`src/rtl/core/slt_pkg.sv`:
```
package slt_pkg;

	localparam int MAX_LEXEME_DEFAULT = 16;
	localparam int KW_COUNT = 9;

	// token classes
	localparam logic [2:0] CLS_OPERATOR   = 3'd0;
	localparam logic [2:0] CLS_SYMBOL     = 3'd1;
	localparam logic [2:0] CLS_NUMBER     = 3'd2;
	localparam logic [2:0] CLS_KEYWORD    = 3'd3;
	localparam logic [2:0] CLS_IDENTIFIER = 3'd4;

	// keyword text, character i at bits [8*i +: 8]
	localparam logic [63:0] KW_TEXT [KW_COUNT] = '{
		64'h0000_0000_0074_6e69,  // int
		64'h0000_0000_6e69_616d,  // main
		64'h0000_0000_6469_6f76,  // void
		64'h0000_0000_0000_6669,  // if
		64'h0000_0000_6573_6c65,  // else
		64'h0000_0000_0000_6f64,  // do
		64'h0000_0065_6c69_6877,  // while
		64'h0000_006b_6165_7262,  // break
		64'h6575_6e69_746e_6f63   // continue
	};
	localparam logic [3:0] KW_LEN [KW_COUNT] = '{
		4'd3, 4'd4, 4'd4, 4'd2, 4'd4, 4'd2, 4'd5, 4'd5, 4'd8
	};

	typedef enum logic [1:0] {
		MODE_IDLE,
		MODE_NUMBER,
		MODE_WORD
	} mode_t;

	typedef enum logic [1:0] {
		ST_IDLE,
		ST_EXEC,
		ST_FLUSH,
		ST_SINGLE
	} ctrl_state_t;

	typedef struct packed {
		logic [7:0] text_byte;
		logic       end_of_text;
	} text_item_t;

	typedef struct packed {
		logic [15:0] token_number;
		logic [2:0]  token_class;
		logic [7:0]  lexeme_char;
		logic        token_end;
		logic [15:0] line_number;
		logic        truncated;
		logic        run_last;
	} token_item_t;

	typedef struct packed {
		logic latch;
		logic append;
		logic start_number;
		logic start_word;
		logic line_inc;
		logic emit_flush;
		logic emit_single;
	} cmd_t;

	typedef struct packed {
		mode_t mode;
		logic  is_eot;
		logic  is_op;
		logic  is_sym;
		logic  is_nl;
		logic  is_digit;
		logic  is_alpha;
		logic  is_dot;
		logic  flush_last;
		logic  slot_free;
	} sts_t;

endpackage

```
`src/rtl/core/simple_lexical_tokenizer.sv`:
```
// Byte-serial tokenizer.
// Input channel (text_valid / text_stall / text_item): one byte of text per
// item, or an end marker that flushes a pending number or word.
// Output channel (token_valid / token_stall / token_item): one lexeme
// character per item, tagged with token number, class, line number, a
// token_end mark and a run_last mark on the last item caused by an input.
// Sequence: an input item that only extends or starts a lexeme, or is
// skipped, is accepted and then decoded. A single-character operator or
// symbol is then emitted as its own token. A flushed lexeme is emitted one
// character per cycle while the receiver does not stall; unless the flush
// came from the end marker, the ending byte is then decoded again from
// idle, and emitted as well if it is itself a token. The controller
// handles one input item at a time; the buffer read is registered and
// runs one character ahead of the output register.
// Reset: empty buffer, no word pending, token count 0, line 1; no output.
// While the receiver stalls, the output register holds its item and the next
// emit waits; text_stall stays high until the current item is done.
module simple_lexical_tokenizer #(
	parameter int MAX_LEXEME = slt_pkg::MAX_LEXEME_DEFAULT
) (
	input  logic                 clk,
	input  logic                 arst_n,
	input  logic                 text_valid,
	output logic                 text_stall,
	input  slt_pkg::text_item_t  text_item,
	output logic                 token_valid,
	input  logic                 token_stall,
	output slt_pkg::token_item_t token_item
);
	import slt_pkg::*;

	cmd_t cmd;
	sts_t sts;

	// sequencing: accept, decode, then flush / single-token emit
	slt_ctrl u_ctrl (
		.clk        (clk),
		.arst_n     (arst_n),
		.text_valid (text_valid),
		.text_stall (text_stall),
		.sts        (sts),
		.cmd        (cmd)
	);

	// lexeme buffer, keyword match, counters and the output register
	slt_datapath #(
		.MAX_LEXEME (MAX_LEXEME)
	) u_datapath (
		.clk         (clk),
		.arst_n      (arst_n),
		.text_item   (text_item),
		.cmd         (cmd),
		.sts         (sts),
		.token_valid (token_valid),
		.token_stall (token_stall),
		.token_item  (token_item)
	);

endmodule

```
`src/rtl/core/slt_datapath.sv`:
```
module slt_datapath #(
	parameter int MAX_LEXEME = slt_pkg::MAX_LEXEME_DEFAULT
) (
	input  logic                clk,
	input  logic                arst_n,
	input  slt_pkg::text_item_t text_item,
	input  slt_pkg::cmd_t       cmd,
	output slt_pkg::sts_t       sts,
	output logic                token_valid,
	input  logic                token_stall,
	output slt_pkg::token_item_t token_item
);
	import slt_pkg::*;

	localparam int LEN_W = $clog2(MAX_LEXEME + 1);
	localparam int IDX_W = $clog2(MAX_LEXEME);

	logic [7:0]          byte_q;
	logic                eot_q;
	mode_t               mode_q;
	logic [LEN_W-1:0]    len_q;
	logic                ovf_q;
	logic [KW_COUNT-1:0] hit_q;
	logic [IDX_W-1:0]    idx_q;
	logic [IDX_W-1:0]    idx_d;
	logic [15:0]         tok_q;
	logic [15:0]         line_q;
	logic [7:0]          rd_data_q;
	logic [7:0]          mem [MAX_LEXEME];
	logic                out_valid_q;
	token_item_t         out_q;

	logic                is_op, is_sym, is_nl, is_digit, is_alpha, is_dot;
	logic                flush_last, slot_free, room, wr_en, kw_match, tok_inc;
	logic [IDX_W-1:0]    wr_addr;
	logic [KW_COUNT-1:0] app_hit, start_hit, len_eq;
	logic [2:0]          flush_cls;

	// byte classes
	always_comb begin
		is_op  = 1'b0;
		is_sym = 1'b0;
		case (byte_q)
			"+", "-", "*", "/", "<", ">", "=": is_op = 1'b1;
			";", "{", "}", "(", ")", "?", "@", "!", "%": is_sym = 1'b1;
			default: ;
		endcase
	end
	assign is_nl    = (byte_q == 8'h0a);
	assign is_digit = (byte_q >= "0") && (byte_q <= "9");
	assign is_alpha = ((byte_q >= "a") && (byte_q <= "z")) ||
	                  ((byte_q >= "A") && (byte_q <= "Z"));
	assign is_dot   = (byte_q == ".");

	assign room       = (len_q < LEN_W'(MAX_LEXEME));
	assign flush_last = ((LEN_W'(idx_q) + LEN_W'(1)) == len_q);
	assign slot_free  = !out_valid_q || !token_stall;

	// keyword match kept per keyword as characters arrive
	always_comb begin
		for (int k = 0; k < KW_COUNT; k++) begin
			app_hit[k] = hit_q[k] && (len_q < LEN_W'(KW_LEN[k])) &&
			             (KW_TEXT[k][{len_q[2:0], 3'b000} +: 8] == byte_q);
			start_hit[k] = (KW_TEXT[k][7:0] == byte_q);
			len_eq[k] = (len_q == LEN_W'(KW_LEN[k]));
		end
	end
	assign kw_match  = !ovf_q && |(hit_q & len_eq);
	assign flush_cls = (mode_q == MODE_NUMBER) ? CLS_NUMBER :
	                   (kw_match ? CLS_KEYWORD : CLS_IDENTIFIER);
	assign tok_inc   = cmd.emit_single || (cmd.emit_flush && flush_last);

	always_comb begin
		idx_d = idx_q;
		if (cmd.emit_flush) begin
			idx_d = flush_last ? '0 : idx_q + IDX_W'(1);
		end
	end

	assign wr_en   = cmd.start_number || cmd.start_word || (cmd.append && room);
	assign wr_addr = (cmd.start_number || cmd.start_word) ? '0 : len_q[IDX_W-1:0];

	// lexeme buffer, read address tracks the emit index
	always_ff @(posedge clk) begin
		if (wr_en) begin
			mem[wr_addr] <= byte_q;
		end
		rd_data_q <= mem[idx_d];
	end

	always_ff @(posedge clk) begin
		if (cmd.latch) begin
			byte_q <= text_item.text_byte;
			eot_q  <= text_item.end_of_text;
		end
	end

	always_ff @(posedge clk or negedge arst_n) begin
		if (!arst_n) begin
			mode_q <= MODE_IDLE;
			len_q  <= '0;
			ovf_q  <= 1'b0;
			hit_q  <= '0;
			idx_q  <= '0;
			tok_q  <= '0;
			line_q <= 16'd1;
		end else begin
			idx_q <= idx_d;
			if (cmd.start_number || cmd.start_word) begin
				mode_q <= cmd.start_number ? MODE_NUMBER : MODE_WORD;
				len_q  <= LEN_W'(1);
				ovf_q  <= 1'b0;
				hit_q  <= start_hit;
			end else if (cmd.append) begin
				if (room) begin
					len_q <= len_q + LEN_W'(1);
					hit_q <= app_hit;
				end else begin
					ovf_q <= 1'b1;
				end
			end else if (cmd.emit_flush && flush_last) begin
				mode_q <= MODE_IDLE;
				len_q  <= '0;
				ovf_q  <= 1'b0;
			end
			if (tok_inc && (tok_q != 16'hffff)) begin
				tok_q <= tok_q + 16'd1;
			end
			if (cmd.line_inc && (line_q != 16'hffff)) begin
				line_q <= line_q + 16'd1;
			end
		end
	end

	// output register
	always_ff @(posedge clk or negedge arst_n) begin
		if (!arst_n) begin
			out_valid_q <= 1'b0;
		end else if (cmd.emit_flush || cmd.emit_single) begin
			out_valid_q <= 1'b1;
		end else if (!token_stall) begin
			out_valid_q <= 1'b0;
		end
	end

	always_ff @(posedge clk) begin
		if (cmd.emit_flush) begin
			out_q.token_number <= tok_q;
			out_q.token_class  <= flush_cls;
			out_q.lexeme_char  <= rd_data_q;
			out_q.token_end    <= flush_last;
			out_q.line_number  <= line_q;
			out_q.truncated    <= ovf_q;
			out_q.run_last     <= flush_last && (eot_q || !(is_op || is_sym));
		end else if (cmd.emit_single) begin
			out_q.token_number <= tok_q;
			out_q.token_class  <= is_op ? CLS_OPERATOR : CLS_SYMBOL;
			out_q.lexeme_char  <= byte_q;
			out_q.token_end    <= 1'b1;
			out_q.line_number  <= line_q;
			out_q.truncated    <= 1'b0;
			out_q.run_last     <= 1'b1;
		end
	end

	assign token_valid = out_valid_q;
	assign token_item  = out_q;

	always_comb begin
		sts.mode       = mode_q;
		sts.is_eot     = eot_q;
		sts.is_op      = is_op;
		sts.is_sym     = is_sym;
		sts.is_nl      = is_nl;
		sts.is_digit   = is_digit;
		sts.is_alpha   = is_alpha;
		sts.is_dot     = is_dot;
		sts.flush_last = flush_last;
		sts.slot_free  = slot_free;
	end

	a_emit_slot: assert property (@(posedge clk) disable iff (!arst_n)
		(cmd.emit_flush || cmd.emit_single) |-> slot_free)
		else $error("emit into an occupied, stalled output slot");

	a_idle_empty: assert property (@(posedge clk) disable iff (!arst_n)
		(mode_q == MODE_IDLE) |-> (len_q == '0 && !ovf_q && idx_q == '0))
		else $error("lexeme state left over while idle");

	a_idx_in_range: assert property (@(posedge clk) disable iff (!arst_n)
		(mode_q != MODE_IDLE) |-> (LEN_W'(idx_q) < len_q))
		else $error("emit index beyond lexeme length");

endmodule

```
`src/rtl/core/slt_ctrl.sv`:
```
module slt_ctrl (
	input  logic          clk,
	input  logic          arst_n,
	input  logic          text_valid,
	output logic          text_stall,
	input  slt_pkg::sts_t sts,
	output slt_pkg::cmd_t cmd
);
	import slt_pkg::*;

	ctrl_state_t state_q, state_d;

	always_ff @(posedge clk or negedge arst_n) begin
		if (!arst_n) begin
			state_q <= ST_IDLE;
		end else begin
			state_q <= state_d;
		end
	end

	always_comb begin
		state_d    = state_q;
		cmd        = '0;
		text_stall = (state_q != ST_IDLE);
		case (state_q)
			ST_IDLE: begin
				if (text_valid) begin
					cmd.latch = 1'b1;
					state_d   = ST_EXEC;
				end
			end
			ST_EXEC: begin
				if (sts.is_eot) begin
					state_d = (sts.mode != MODE_IDLE) ? ST_FLUSH : ST_IDLE;
				end else begin
					case (sts.mode)
						MODE_NUMBER: begin
							if (sts.is_digit || sts.is_dot) begin
								cmd.append = 1'b1;
								state_d    = ST_IDLE;
							end else begin
								state_d = ST_FLUSH;
							end
						end
						MODE_WORD: begin
							if (sts.is_alpha || sts.is_digit || sts.is_dot) begin
								cmd.append = 1'b1;
								state_d    = ST_IDLE;
							end else begin
								state_d = ST_FLUSH;
							end
						end
						default: begin
							state_d = ST_IDLE;
							if (sts.is_op || sts.is_sym) begin
								state_d = ST_SINGLE;
							end else if (sts.is_nl) begin
								cmd.line_inc = 1'b1;
							end else if (sts.is_digit) begin
								cmd.start_number = 1'b1;
							end else if (sts.is_alpha || sts.is_dot) begin
								cmd.start_word = 1'b1;
							end
						end
					endcase
				end
			end
			ST_FLUSH: begin
				if (sts.slot_free) begin
					cmd.emit_flush = 1'b1;
					if (sts.flush_last) begin
						// the ending byte gets a second pass from idle, unless it is the end marker
						state_d = sts.is_eot ? ST_IDLE : ST_EXEC;
					end
				end
			end
			ST_SINGLE: begin
				if (sts.slot_free) begin
					cmd.emit_single = 1'b1;
					state_d         = ST_IDLE;
				end
			end
			default: state_d = ST_IDLE;
		endcase
	end

	a_flush_pending: assert property (@(posedge clk) disable iff (!arst_n)
		(state_q == ST_FLUSH) |-> (sts.mode != MODE_IDLE))
		else $error("flush with no lexeme pending");

endmodule
```
`config.mk`:
```
export PLATFORM = sky130hd
export DESIGN_NAME = simple_lexical_tokenizer
export DESIGN_NICKNAME = d
export VERILOG_FILES = /design/src/rtl/core/slt_pkg.sv /design/src/rtl/core/simple_lexical_tokenizer.sv /design/src/rtl/core/slt_datapath.sv /design/src/rtl/core/slt_ctrl.sv
export SDC_FILE = /design/constraint.sdc
export NUM_CORES = 1
export LEC_CHECK = 0
export ABC_CLOCK_PERIOD_IN_PS = 5100
export BUFFER_PORTS_ARGS = -buffer_cell sky130_fd_sc_hd__buf_4
export CORE_ASPECT_RATIO = 1.1
export CORE_MARGIN = 2
export CORE_UTILIZATION = 55
export DETAILED_ROUTE_END_ITERATION = 10
export PLACE_DENSITY = 0.73
export SLEW_MARGIN = 20
export SYNTH_ARGS = -nofsm -noshare
export SYNTH_HDL_FRONTEND = slang
export SYNTH_HIERARCHICAL = 1
export SYNTH_SLANG_ARGS = --single-unit
```
`constraint.sdc`:
```
create_clock -name clk -period 5.1 [get_ports clk]
set_input_delay 0.255 -clock clk [delete_from_list [all_inputs] [get_ports clk]]
set_output_delay 0.255 -clock clk [all_outputs]
set_load 0.005 [all_outputs]
```
==> run summary, run 1 <==
Status: completed
Worst EP arrival: 4.25 ns
Fmax: 0.244 GHz
Critical path launch point type: flip-flop
Post-synthesis register bit count: 247
Async S/R FF share, synth: 22.7%
Worst R2R End: u_datapath/mem[5][1]
Ranking of synthesized cells by area: edfxtp_1 (49%), dfrtp_1 (12%), nand2_1 (4.3%)
Finished Core Util: 64.2%
R2r setup slk: 0.99 ns
First-pass detailed-route iteration total: 7
Area fraction of the dominant cell type after synthesis: 49.5%
Largest net degree at the start of global routing: 65
Final setup fails: 0
RSZ-0062 raised after global routing: false
Layout cells sized above 1: 14.9%
Starting Density: 56.1%
Pleak: 4.70 nW
Avg WL per Cell: 21.0 um
Mean Syn Cell Area: 11.8 um2
Hold depth: 3
Inst Count DP: 1218
First-pass GRT wire length: 42.6 mm
Min Tclk post-route: 4.11 ns
Pwr per Cell Area: 531 nW/um2
Mapped Cells: 945
CTS Root Cell: clkbuf_16
TritonCTS clock tree: done
Max-cap violations: 0
Net Count, Synth: 973
Crit Path Max Fanout: 22
Clk sinks: 247
Final WS setup: 0.994 ns
DIE WIDTH: 140 um
Yosys top cell by area: edfxtp_1
Final hold slack: 0.0792 ns
Worst EP required: 5.24 ns
Final wirelength: 26.8 mm
Reg-to-Reg Start: u_datapath/byte_q[2]
Post-Place Setup Slack: 1.07 ns
CTS Buf Count: 25
Slew HR: 27.4%
Clk Latency, worst-skew pair: 0.53 ns
Vias in the first global route: 7740
Critical Path Sink Type: flip-flop
Critical setup path kind: flip-flop to flip-flop
Reg2reg path depth: 11
Antenna Violating Nets Remaining: 0
Post-Syn Area: 11100 um2
YS warnings: 6
Clock Path Buffers: 3
Die Height: 153 um
Post-synth EDFFs: 183
Worst-margin pin slew: 1.09 ns
Remaining DRCs: 0
Die Area: 21400 um2
Type of the worst min-delay path: input port to flip-flop
Total track usage: 25.2%
Register area share after synthesis: 63.5%
Total grt overflow: 0
H-Tree Depth: 1
Clock transition at path regs: 0.06 ns
Slew Limit Fails: 0
Vias: 7812
Post-route insts no fill: 1274
Num ports: 61
Peak VDD IR: 0.387 mV
Setup Skew: 0.0248 ns
Nets: 1031
DR vias/cell: 6.13
Tcrit/Tclk final: 80.5%
Most used DFF post-synth: edfxtp_1
Post-synth cell types: 75
Row count: 54
Core Area: 19800 um2
N_diodes: 0
Initial antenna violation count: 0
Final HPWL DP: 17.4 mm
Final hold vios: 0
Iter 0 DRT Violations: 793
I/O Buffers: 60
Hold EP: u_datapath/token_valid
GPL Wtd Cong: 0.989
Setup TNS: 0 ns
Layout area overhead: 14.4%
Hold wc startpoint: token_stall
[layout make-up]
class	instances	area [um2]
flip-flops and latches	247	7060
fillers	1500	7090
inverters	23	86.3
clock inverters	13	171
repair buffers	95	738
clock buffers	33	666
multi-input cells	611	3680
well taps	252	315
[metal layers]
layer  wire, um  vias up  GRT usage, %
li1           -     3598             -
met1      10700     3852          33.3
met2      13600      314          43.6
met3       1710       48          3.57
met4        721        0          7.55
met5          0        -             0
[where the power goes]
| part | internal, mW | switching [mW] | leakage [nW] |
|---|---|---|---|
| clock | 1.12 | 0.733 | 0.414 |
| sequential | 2.52 | 0.159 | 2.49 |
| combinational | 0.810 | 1.41 | 1.79 |
[logic make-up (layout without fill, tap and decap cells)]
group / Yosys count / count (layout) / share of synthesized area [%]
buffers and inverters: 87 / 164 / 3.45
AND/OR/NAND/NOR: 305 / 305 / 13.1
AO/OA/AOI/OAI: 233 / 233 / 13.5
XOR/XNOR: 49 / 49 / 3.86
multiplexers: 9 / 9 / 0.890
flip-flops: 247 / 247 / 63.5
adder cells (fa/ha/maj): 15 / 15 / 1.69
[timing repair]
action	in CTS	in global routing
hold endpoints to repair	64	0
buffers inserted	0	0
hold buffers	10	0
gates resized for setup	0	0
[flip-flops by register name, summed over array words and instances, names as in the netlist]
| signal | flops |
|---|---|
| u_datapath/token_valid | 1 |
| u_datapath/rd_data_q | 8 |
| u_datapath/mode_q | 2 |
| u_datapath/hit_q | 9 |
| u_datapath/mem | 128 |
| u_datapath/token_item | 46 |
| u_datapath/ovf_q | 1 |
| u_datapath/byte_q | 8 |
| u_datapath/line_q | 16 |
| u_datapath/idx_q | 4 |
| u_datapath/tok_q | 16 |
| u_ctrl/state_q | 2 |
| u_datapath/eot_q | 1 |
| u_datapath/len_q | 5 |
[how the worst max path moves through the flow]
stage	start	to
2_1_floorplan	u_datapath/byte_q[4]	u_datapath/mem[11][0]
3_3_place_gp	u_datapath/byte_q[2]	u_datapath/mem[6][3]
3_5_place_dp	u_datapath/byte_q[2]	u_datapath/mem[6][3]
4_1_cts	u_datapath/byte_q[2]	u_datapath/mem[6][1]
5_1_grt	u_datapath/byte_q[2]	u_datapath/mem[9][6]
6_report	u_datapath/byte_q[2]	u_datapath/mem[5][1]
[cells in the final DEF (no fill, tap or decap), drive strengths merged, types with 4 or more instances in the layout]
cell,synthesis,routed
edfxtp,183,183
nand2,126,126
buf,30,85
a21oi,85,85
nor2,57,57
dfrtp,55,55
o21ai,38,38
clkbuf,34,33
a22oi,32,32
xnor2,30,30
nand3,30,30
inv,22,23
xor2,19,19
nor3,18,18
ha,15,15
nand2b,13,13
o211ai,11,11
nand4,11,11
dlygate4sd3,0,10
o22ai,9,9
nor4,9,9
a31oi,9,9
and3,9,9
clkinv,1,9
a22o,8,8
dfxtp,8,8
mux2,7,7
o31ai,6,6
o32ai,5,5
nor2b,5,5
and2,5,5
o21a,5,5
bufinv,0,4
or2,4,4
[cells in the mapped netlist (all sizes together) (3+ instances only)]
| master | number |
|---|---|
| inv | 22 |
| nor3b | 3 |
| a211oi | 3 |
| nor4 | 9 |
| o211ai | 11 |
| nand2b | 13 |
| xor2 | 19 |
| edfxtp | 183 |
| buf | 30 |
| o22ai | 9 |
| xnor2 | 30 |
| and4 | 3 |
| ha | 15 |
| dfxtp | 8 |
| nand2 | 126 |
| a22oi | 32 |
| clkbuf | 34 |
| nor2 | 57 |
| a21oi | 85 |
| and3 | 9 |
| nor2b | 5 |
| o21ai | 38 |
| nor3 | 18 |
| nand3b | 3 |
| nand3 | 30 |
| a31oi | 9 |
| nand4 | 11 |
| or2 | 4 |
| a22o | 8 |
| o21a | 5 |
| and2 | 5 |
| dfrtp | 55 |
| o32ai | 5 |
| mux2 | 7 |
| o31ai | 6 |
[worst max-delay path, stage by stage, from the launching register on]
cell and delay (ns):
edfxtp_1 0.90, nand2_1 0.23, o32ai_1 0.32, a21oi_1 0.10, o21ai_0 0.27, a21o_1 0.13
nor2_2 0.05, nand3_2 0.10, nor3b_1 0.08, or2_2 0.37, or4_1 0.59, nor2_1 0.58
[stage by stage]
step / power [mW] / instance area, um2
CTS: 6.78 / 12700
global route: 7.10 / 12700
finish: 6.76 / 12700
floorplan: 4.14 / 11100
detailed placement: 4.90 / 11800
global placement: 4.87 / 11800
No activity file was read; power rests on OpenSTA's default activity.
==> run 2, diff against run 1 <==
ABC_CLOCK_PERIOD_IN_PS = 3650   (was 5100)
PLACE_DENSITY = 0.76   (was 0.73)
clock period = 3.65 ns   (was 5.1 ns; I/O delays follow)
==> run 2 against run 1 <==
  * Hold slack worse by 0.026 ns
  * Flip-flop and latch count unchanged
  * First-iteration DRC count up 20%
  * Count of clock-buffer cells in the layout down 2
  * Sequential power up 38%
  * Global-route usage down 0.39 points
  * Clock skew down 0.017 ns
  * Utilization up 1.3 points
  * Sequential share of layout area down 1.1 points
  * Critical path type unchanged
==> run summary, run 2 (synthesis results as in run 1) <==
RSZ-0062 raised after global routing: false
Tcrit/Tclk final: 93.4%
Total track usage: 24.8%
Min Tclk post-route: 3.41 ns
Remaining DRCs: 0
Internal power: 6.24 mW
Iter 0 DRT Violations: 952
Slew Limit Fails: 0
Initial antenna violation count: 1
Clk network pwr share: 27.0%
Post-Place Setup Slack: 0.162 ns
Final HPWL DP: 17.5 mm
Num ports: 61
Type of the worst min-delay path: input port to flip-flop
Critical setup path kind: flip-flop to flip-flop
GPL Wtd Cong: 0.955
Layout area overhead: 16.8%
Nets: 1060
Pwr Total: 9.52 mW
Layout cells sized above 1: 17.7%
Finished Core Util: 65.5%
Critical Path Sink Type: flip-flop
Peak VDD IR: 0.550 mV
Clock Path Buffers: 3
Antenna Violating Nets Remaining: 0
Status: completed
Vias in the first global route: 7610
Die Area: 21400 um2
DIE WIDTH: 140 um
Row count: 54
Reg2reg path depth: 14
Hold depth: 3
Die Height: 153 um
Worst EP required: 4.06 ns
Final hold vios: 0
H-Tree Depth: 1
Sw frac: 34.5%
Pwr per Cell Area: 734 nW/um2
Most frequent cells in the layout: edfxtp_1 (183), nand2_1 (126), buf_4 (113)
Leading cell type in the layout, fill and taps excluded: edfxtp_1
CTS Buf Count: 25
Logic pwr share: 34.1%
Fmax: 0.293 GHz
CTS Root Cell: clkbuf_16
Total grt overflow: 0
I/O Buffers: 60
Avg WL per Cell: 20.7 um
Max reg flops: 128
Worst-margin pin slew: 0.946 ns
Clk sinks: 247
Final WS setup: 0.242 ns
Slew HR: 36.7%
Clock transition at path regs: 0.06 ns
Clk Latency, worst-skew pair: 0.51 ns
Starting Density: 56.1%
Crit Path Max Fanout: 7
Final setup fails: 0
Largest net degree at the start of global routing: 57
N_diodes: 0
Worst EP arrival: 3.81 ns
P_sw: 3.28 mW
DR vias/cell: 6.09
Final wirelength: 26.9 mm
Setup TNS: 0 ns
Core Area: 19800 um2
TritonCTS clock tree: done
Sequential power share: 38.9%
Pleak: 4.85 nW
First-pass detailed-route iteration total: 5
Biggest register: u_datapath/mem
First-pass GRT wire length: 41.8 mm
Vias: 7929
Max-cap violations: 0
Setup Skew: 0.00728 ns
Critical path launch point type: flip-flop
[run 2: timing repair]
item	4_1_cts	5_1_grt
setup endpoints to repair	0	17
hold buffers	10	0
endpoints found under the hold margin	64	0
buffers inserted	0	1
gates resized for setup	0	2
[run 2: final cells by class]
type,instances,area [um2]
well taps,252,315
fillers,1456,6820
clock inverters,14,124
clock buffers,31,721
flip-flops and latches,247,7060
multi-input cells,611,3700
repair buffers,124,968
inverters,23,86.3
[run 2: worst max-delay path, cell delays in order (launching register included)]
cell and delay (ns):
edfxtp_1 0.48, or2_2 0.41, or3_1 0.34, nor2_1 0.13
a21o_1 0.15, nor2_2 0.06, nand3_2 0.10, nor4_2 0.07
or2_2 0.39, nor4_1 0.20, buf_4 0.18, o21ai_0 0.11
nor4_1 0.37, o21ai_0 0.18, o21ai_0 0.14
[run 2: stage by stage]
stage	instances	instance area [um2]	hold slack [ns]
after floorplan	945	11100	-0.113
after CTS	1301	12900	0.0393
after global routing	1302	13000	0.0651
after detailed placement	1246	12000	0.284
final	1302	13000	0.0528
after global placement	1246	12000	0.281
[run 2: final timing paths]
path | start | endpoint | slack (ns)
min in group asynchronous | arst_n | u_datapath/tok_q[5] | 0.28
max in group asynchronous | arst_n | u_datapath/ovf_q | 2.88
setup reg to reg | u_datapath/byte_q[0] | u_datapath/hit_q[8] | 0.24
hold reg to reg | u_datapath/tok_q[8] | u_datapath/tok_q[8] | 0.50
hold / removal | token_stall | u_datapath/token_valid | 0.05
setup / recovery | u_datapath/byte_q[0] | u_datapath/hit_q[8] | 0.24
[run 2: power by group through the flow]
stage	Sequential, mW	Clock [mW]	Combinational (mW)
5_1_grt	3.74	2.70	3.52
2_1_floorplan	3.76	0	2.03
4_1_cts	3.70	2.60	3.22
3_3_place_gp	3.74	0	3.14
6_report	3.70	2.57	3.25
3_5_place_dp	3.75	0	3.19
[run 2: layer usage]
layer | GRT usage [%] | wire, um
met1 | 34.3 | 10900
met2 | 41.1 | 13200
met3 | 3.63 | 2030
met4 | 7.41 | 712
met5 | 0 | 42
==> run 3, diff against run 2 <==
CTS_BUF_LIST = sky130_fd_sc_hd__clkbuf_8   (was default)
PLACE_DENSITY = 0.77   (was 0.76)
==> run 3 against run 2 <==
  * Count of clock-buffer cells in the layout rose by 11
  * Fmax rose by 0.80%
  * Combinational power barely moved
  * Via count barely moved
  * Clock skew rose by 0.015 ns
  * Non-clock buffer count rose by 2
  * Clock power fell by 17%
  * Critical endpoint is now u_datapath/mem[11][6]
==> run summary, run 3 (synthesis results as in run 1) <==
Vias: 7932
Type of the worst min-delay path: input port to flip-flop
H-Tree Depth: 2
Setup Skew: 0.0227 ns
Final hold vios: 0
Antenna Violating Nets Remaining: 0
Critical path launch point type: flip-flop
Fillcell total: 1472
Final HPWL DP: 17.0 mm
Layout cells sized above 1: 18.4%
Clk sinks: 247
Worst EP arrival: 3.60 ns
Row count: 54
Min Tclk post-route: 3.38 ns
Remaining DRCs: 0
Largest net degree at the start of global routing: 65
Crit Path Max Fanout: 8
Worst EP required: 3.87 ns
Final hold slack: 0.0184 ns
Clk Latency, worst-skew pair: 0.52 ns
First-pass GRT wire length: 41.2 mm
Most frequent cells in the layout: edfxtp_1 (183), nand2_1 (126), buf_4 (115)
Tcrit/Tclk final: 92.6%
Worst-margin pin slew: 0.899 ns
Starting Density: 56.1%
Pwr per Cell Area: 704 nW/um2
Clock Path Buffers: 3
Biggest register: u_datapath/mem
Fmax: 0.296 GHz
Max reg flops: 128
N_diodes: 0
DIE WIDTH: 140 um
Slew HR: 39.8%
Total grt overflow: 0
Initial antenna violation count: 0
Peak VDD IR: 0.510 mV
Setup TNS: 0 ns
Hold wc startpoint: token_stall
First-pass detailed-route iteration total: 5
Vias in the first global route: 7570
Total track usage: 24.4%
Iter 0 DRT Violations: 839
Final wirelength: 26.1 mm
Num ports: 61
Max-cap violations: 0
CTS Root Cell: clkbuf_8
Clock transition at path regs: 0.06 ns
Nets: 1075
TritonCTS clock tree: done
Die Area: 21400 um2
Slew Limit Fails: 0
CTS Buf Count: 38
Layout area overhead: 15.7%
Final setup fails: 0
Die Height: 153 um
Pleak: 4.87 nW
I/O Buffers: 60
Leading cell type in the layout, fill and taps excluded: edfxtp_1
Critical Path Sink Type: flip-flop
Avg WL per Cell: 19.7 um
Crit path launch: u_datapath/byte_q[7]
Critical setup path kind: flip-flop to flip-flop
Core Area: 19800 um2
Reg-to-Reg Start: u_datapath/byte_q[7]
GPL Wtd Cong: 0.951
DR vias/cell: 5.98
Status: completed
[run 3: power breakdown]
part / total, mW / internal (mW) / switching [mW]
sequential: 3.69 / 3.51 / 0.180
combinational: 3.22 / 1.21 / 2.01
clock: 2.14 / 1.13 / 1.01
total: 9.05 / 5.85 / 3.20
[run 3: worst paths after layout]
| path | endpoint | slack [ns] | depth (start not counted) |
|---|---|---|---|
| max | u_datapath/mem[11][6] | 0.27 | 14 |
| min reg2reg | u_datapath/token_item[7] | 0.49 | 0 |
| max in group asynchronous | u_datapath/line_q[10] | 2.88 | 2 |
| max reg2reg | u_datapath/mem[11][6] | 0.27 | 14 |
| min | u_datapath/token_valid | 0.02 | 3 |
| min in group asynchronous | u_datapath/tok_q[3] | 0.27 | 2 |
[run 3: what timing repair did]
action	CTS	global route
gates resized for setup	0	2
endpoints found under the hold margin	64	0
setup buffers	0	2
endpoints found under the setup margin	0	18
hold buffers	10	0
[run 3: routing by layer]
| metal | GRT usage, % | vias to the layer above | wire length, um |
|---|---|---|---|
| li1 | - | 3680 | - |
| met1 | 33.8 | 3815 | 10500 |
| met2 | 40.8 | 384 | 12900 |
| met3 | 3.60 | 53 | 2120 |
| met4 | 7.02 | 0 | 582 |
| met5 | 0 | - | 0 |
[run 3: area by class of cell]
class / instances / area (um2) / share of cell area (%)
inverter: 23 / 86.3 / 0.672
multi-input combinational: 611 / 3700 / 28.8
clock inverter: 26 / 134 / 1.04
timing repair buffer: 126 / 983 / 7.65
sequential: 247 / 7060 / 54.9
tap: 252 / 315 / 2.45
clock buffer: 42 / 578 / 4.50
[run 3: per-stage QoR]
stage | setup slack [ns] | instance area (um2) | total power [mW] | cells | utilization, %
global route | -0.0137 | 12900 | 9.54 | 1327 | 64.9
CTS | 0.170 | 12800 | 9.06 | 1325 | 64.8
finish | 0.269 | 12900 | 9.05 | 1327 | 64.9
floorplan | -0.0417 | 11100 | 5.79 | 945 | -
detailed placement | 0.210 | 12000 | 6.92 | 1247 | 60.7
global placement | 0.248 | 12000 | 6.85 | 1247 | 60.7
[run 3: worst max-delay path, stage by stage (launching register included)]
cell      delay (ns)
edfxtp_1        0.45
nor3_2          0.27
nand2_1         0.15
o32ai_1         0.15
a21oi_1         0.10
o21ai_0         0.22
a21o_1          0.14
nor2_2          0.06
nand3_2         0.09
nor4_2          0.06
or2_2           0.38
nor2_1          0.28
nand3_1         0.25
nor4_2          0.24
buf_4           0.22
